===== src/hw/rtl/fmce_pkg.sv =====
// ----------------------------------------------------------------------------
// Mailbox command engine package
// Item types, command codes, status bytes and mailbox byte addresses.
// ----------------------------------------------------------------------------
`default_nettype none

package fmce_pkg;

  localparam int unsigned RamBytesDef = 1024;
  localparam int unsigned IdxW        = 15;
  localparam int unsigned CfgIdxW     = 2;
  localparam int unsigned CfgDataW    = 16;

  localparam logic [CfgIdxW-1:0] CfgCompleteDelay = 2'd0;
  localparam logic [CfgIdxW-1:0] CfgDiskRomId     = 2'd1;

  localparam logic [15:0] CompleteDelayRst = 16'd24000;

  typedef enum logic [2:0] {
    CMD_READ   = 3'd0,
    CMD_WRITE  = 3'd1,
    CMD_INSERT = 3'd2,
    CMD_EJECT  = 3'd3,
    CMD_TICK   = 3'd4,
    CMD_DONE   = 3'd5
  } cmd_t;

  // mailbox command bytes
  localparam logic [7:0] MbExec    = 8'h81;
  localparam logic [7:0] MbStatClr = 8'h83;
  localparam logic [7:0] MbClrSix  = 8'h84;
  localparam logic [7:0] MbIrqClr  = 8'h85;
  localparam logic [7:0] MbIrqSet  = 8'h88;

  // execute sub-commands
  localparam logic [7:0] SubRead  = 8'h00;
  localparam logic [7:0] SubWrite = 8'h01;
  localparam logic [7:0] SubEject = 8'h02;
  localparam logic [7:0] SubRdTag = 8'h07;

  // status byte values
  localparam logic [7:0] StOk      = 8'h00;
  localparam logic [7:0] StNoDisk  = 8'h16;
  localparam logic [7:0] StBadAddr = 8'h17;
  localparam logic [7:0] StWrFail  = 8'h18;

  localparam logic [7:0] EvInsert  = 8'h0C;
  localparam logic [7:0] SweepB196 = 8'h10;
  localparam logic [7:0] SweepB254 = 8'hFE;
  localparam logic [7:0] MaxTrack  = 8'd79;
  localparam logic [7:0] ZoneBase  = 8'd12;

  // mailbox byte addresses
  localparam int unsigned AdrCmd    = 0;
  localparam int unsigned AdrSub    = 1;
  localparam int unsigned AdrCtl    = 2;
  localparam int unsigned AdrSide   = 3;
  localparam int unsigned AdrSector = 4;
  localparam int unsigned AdrTrack  = 5;
  localparam int unsigned AdrSix    = 6;
  localparam int unsigned AdrStatus = 8;
  localparam int unsigned AdrMedia  = 10;
  localparam int unsigned AdrRomId  = 24;
  localparam int unsigned AdrPresent = 32;
  localparam int unsigned AdrEvent  = 47;
  localparam int unsigned AdrB196   = 196;
  localparam int unsigned AdrB254   = 254;

  typedef struct packed {
    logic [2:0]  cmd;
    logic [15:0] bus_offset;
    logic [7:0]  write_data;
    logic        two_sided;
    logic        transfer_ok;
  } in_t;

  typedef struct packed {
    logic [7:0] read_data;
    logic       irq_line;
    logic       disk_request;
    logic       request_write;
    logic [6:0] request_track;
    logic       request_side;
    logic [3:0] request_sector;
    logic       media_present;
  } out_t;

  // classified item handed from front to engine
  typedef struct packed {
    cmd_t            cmd;
    logic [IdxW-1:0] idx;
    logic            oor;
    logic [7:0]      wd;
    logic            two;
    logic            ok;
    logic            run;
  } cls_t;

endpackage

`default_nettype wire


===== src/hw/rtl/fmce_front.sv =====
// ----------------------------------------------------------------------------
// Mailbox command engine front end
// Accept items, classify them and hold them in a two-entry queue.
// ----------------------------------------------------------------------------
`default_nettype none

module fmce_front
  import fmce_pkg::*;
#(
  parameter int unsigned RAM_BYTES = RamBytesDef
) (
  input  wire logic clk,
  input  wire logic rst,
  input  wire logic in_valid,
  output logic      in_ready,
  input  wire in_t  in_item,
  input  wire logic sweeping,
  output logic      q_valid,
  input  wire logic q_pop,
  output cls_t      q_item
);

  cls_t       slots [2];
  logic       wr_ptr;
  logic       rd_ptr;
  logic [1:0] count;
  logic       push;
  cls_t       cls;

  always_comb begin
    cls.cmd = cmd_t'(in_item.cmd);
    cls.idx = in_item.bus_offset[15:1];
    cls.oor = {1'b0, in_item.bus_offset[15:1]} >= 16'(RAM_BYTES);
    cls.wd  = in_item.write_data;
    cls.two = in_item.two_sided;
    cls.ok  = in_item.transfer_ok;
    cls.run = (cmd_t'(in_item.cmd) == CMD_WRITE) && (in_item.bus_offset[15:1] == '0) &&
              (in_item.write_data != 8'h00);
  end

  assign in_ready = (count != 2'd2) && !sweeping;
  assign push     = in_valid && in_ready;
  assign q_valid  = (count != 2'd0);
  assign q_item   = slots[rd_ptr];

  always_ff @(posedge clk) begin
    if (push) begin
      slots[wr_ptr] <= cls;
    end
  end

  always_ff @(posedge clk) begin
    if (rst) begin
      wr_ptr <= 1'b0;
      rd_ptr <= 1'b0;
      count  <= 2'd0;
    end else begin
      if (push) begin
        wr_ptr <= ~wr_ptr;
      end
      if (q_pop) begin
        rd_ptr <= ~rd_ptr;
      end
      count <= count + 2'(push) - 2'(q_pop);
    end
  end

endmodule

`default_nettype wire


===== config.mk =====
export PLATFORM = sky130hd
export DESIGN_NAME = fmce_front
export DESIGN_NICKNAME = d
export VERILOG_FILES = /design/src/hw/rtl/fmce_pkg.sv /design/src/hw/rtl/fmce_front.sv
export SDC_FILE = /design/constraint.sdc
export NUM_CORES = 1
export LEC_CHECK = 0
export CORE_ASPECT_RATIO = 0.9
export CORE_MARGIN = 4
export CORE_UTILIZATION = 30
export DETAILED_ROUTE_END_ITERATION = 6
export DONT_BUFFER_PORTS = 1
export SETUP_SLACK_MARGIN = 0.2
export SLEW_MARGIN = 20
export SYNTH_ARGS = -nofsm -noshare
export SYNTH_HDL_FRONTEND = slang
export SYNTH_SLANG_ARGS = --single-unit

===== constraint.sdc =====
create_clock -name clk -period 7.1 [get_ports clk]
set_input_delay 1.065 -clock clk [delete_from_list [all_inputs] [get_ports clk]]
set_output_delay 1.065 -clock clk [all_outputs]
set_load 0.01 [all_outputs]

==> impl_results.md <==
- Result of the run: finished, final reports clean
- Postcts setup bufs: 0
- Setup Total Neg Slack: 0 ns
- Vias per cell: 4.53
- Avg WL per Cell: 17.7 um
- Number of DRC violations after detailed-routing iteration 0: 15
- Number of nets in the final layout: 175
- Largest fanout on the critical path: 16
- IR Drop Worst-Case VDD: 0.142 mV
- Number of buffers and inverters on the critical path: 1
- Number of max-capacitance violations reported: 0
- Post-synth top area share: 72.9%
- Gate count after technology mapping: 128
- Setup violations, final: 0
- Wire length of the first global-routing pass: 6540 um
- Actual transition at the worst max-transition pin: 0.658 ns
- Family with the most delay on the worst path: flip-flops
- Type of the tightest min-delay check: register to register
- Number of core rows: 31
- Initial cell density of the core: 30.8%
- Cell area after technology mapping: 2470 um^2
- Overall power after layout: 0.808 mW
- Buffers from clock root to sink, at most: 2
- Sinks on the clock net: 65
- Portion of the post-synthesis area used by sequential elements: 77.0%
- Largest cells by area after synthesis: edfxtp_1, mux2_2, dfxtp_1
- Number of pins with negative max-slew slack in the final report: 0
- Type of element launching the critical path: register
- Global-route congestion overflow total: 0
- Static leakage: 0.892 nW
- Sum of net half-perimeters after detailed placement: 3230 um
- Classification of the worst setup path: register to output port
- GRT Overall Usage: 9.18%
- Vias after detailed routing: 1100
- TritonCTS clock tree: done
- Fraction of layout cells with a size suffix above 1: 35.4%
- Core ar.: 8030 um^2
- Sequential cell area: 1900 um^2
- Largest net degree at the start of global routing: 24
- Vias in the first global route: 1266
- Clock Skew: 0.00699 ns
- Combined area of the multi-input logic cells: 556 um^2
- Clock-pin transition on the worst setup and hold timing paths: 0.07 ns
- Number of nets with antenna violations after routing: 0
- Total nets after synthesis: 164
- Setup ws final: 4.19 ns
- Width of the die: 104 um
- Clock root buffer: clkbuf_8
- Count of warnings emitted by yosys: 0
- Endpoint required time on the critical path: 6.03 ns
- Number of antenna violations at the first check in global routing: 0
- Number of search-and-repair iterations in the first detailed-routing pass: 4
- Gpl congestion: 0.736
- Count of antenna diodes in the layout: 0
- Total power per unit cell area: 289 nW/um^2
- Inserted Clock Buffers: 9
- Post-route DRC violation count: 0
- Worst-path cell chain: buf_4 -> mux2_2
- Synth cell types: 22
- Number of top-level pins: 66
- Die Area: 9750 um^2
- Skew-Pair Late Insertion Delay: 0.33 ns
- WL final: 4290 um
- CTS H-tree depth: 3
- Worst Setup Slack post-DPL: 4.47 ns
- Layout filler cell count: 760
- Arrival time of the worst setup path: 1.84 ns
- Crit path capture type: output port
- Slowest stage cell on the critical path: dfxtp_1
- Post-CTS Resized: 0
- Relative slew margins: 56.1%
- Largest stage delay, worst path: 0.74 ns
- Setup repair after global routing missed its margin: no
- Post-cts hold buffer count: 0
- Post-route fraction of the period consumed by the critical path: 41.0%
- Total of buffers placed on input and output ports: 0
- Post-synthesis area per instance: 19.3 um^2
- Crit path time final: 2.91 ns
- Leading area contributor after synthesis: edfxtp_1
- Number of endpoints with negative hold slack in the final report: 0
- Flops & latches, synth: 65
- Fmax: 344 MHz
- Area added between synthesis and finish: 12.9%
- Die Height: 94.1 um
==> cell usage after synthesis <==
| master | count |
|---|---|
| inv_1 | 2 |
| nor2b_1 | 1 |
| dfxtp_1 | 5 |
| ha_1 | 2 |
| nor4_2 | 3 |
| nor2b_4 | 1 |
| nand4_1 | 1 |
| a211oi_1 | 1 |
| edfxtp_1 | 60 |
| buf_2 | 3 |
| or2_2 | 1 |
| nor3b_1 | 1 |
| nor2_1 | 6 |
| mux2_2 | 30 |
| o21ba_2 | 1 |
| xor2_1 | 1 |
| nor3_1 | 1 |
| o31a_1 | 1 |
| and3_1 | 1 |
| nor4_1 | 2 |
| xnor2_1 | 2 |
| nand2_1 | 2 |
==> tightest hold or removal path, stage by stage (launching register included) <==
cell and delay [ns]:
dfxtp_1 0.33, xnor2_1 0.10, nor2_1 0.08
==> where the power goes <==
part	internal, mW	switching [mW]	leakage, nW	total [mW]
combinational	0.0328	0.0418	0.209	0.0747
clock	0.160	0.119	0.0918	0.279
sequential	0.443	0.0105	0.592	0.453
==> stage by stage <==
| step | instances | util (%) | instance area [um^2] | hold slack (ns) |
|---|---|---|---|---|
| after global routing | 243 | 34.8 | 2790 | 0.582 |
| after detailed placement | 227 | 32.5 | 2610 | 0.538 |
| final | 243 | 34.8 | 2790 | 0.544 |
| after global placement | 227 | 32.5 | 2610 | 0.496 |
| after CTS | 243 | 34.8 | 2790 | 0.556 |
| after floorplan | 128 | - | 2470 | 0.480 |
==> final cells by class <==
cell class	count	share of cell area, %
flip-flops and latches	65	68.2
multi-input cells	58	19.9
clock buffers	12	4.84
well taps	99	4.44
clock inverters	4	1.57
repair buffers	3	0.807
inverters	2	0.269
==> placed cells by master, fill, tap and decap left out, drive strengths merged <==
cell type	count
edfxtp	60
mux2	30
clkbuf	12
nor2	6
dfxtp	5
nor4	5
buf	3
clkinv	3
inv	2
nand2	2
xnor2	2
ha	2
nor2b	2
or2	1
and3	1
nor3b	1
nand4	1
nor3	1
a211oi	1
o31a	1
o21ba	1
xor2	1
bufinv	1
==> per-layer routing <==
metal	share of wire [%]	track usage (%)	wire length [um]
met1	36	8.19	1530
met2	52	15.9	2230
met3	11	6.60	474
met4	1.4	3.99	58
met5	0	0	0
==> sequential cells by signal, summed over array words and instances (netlist names), named ones only <==
register and flops:
count 2, rd_ptr 1, slots 60, wr_ptr 1
==> final timing paths <==
check / startpoint / endpoint / slack, ns / cells after the start
worst max-delay path: register / q_item[12] / 4.19 / 2
worst min register to register: rd_ptr$_SDFFE_PP0P_ / register / 0.54 / 2
worst min-delay path: rd_ptr$_SDFFE_PP0P_ / register / 0.54 / 2
worst max register to register: count[1]$_SDFF_PP0_ / slots[1][15]$_DFFE_PP_ / 5.20 / 4
==> cell families after synthesis <==
family | synth area share, %
flip-flops | 77.0
multiplexers | 13.7
adder cells (fa/ha/maj) | 1.01
AO/OA/AOI/OAI | 1.06
AND/OR/NAND/NOR | 5.32
XOR/XNOR | 1.06
buffers and inverters | 0.911
(Power assumes the default switching activity.)
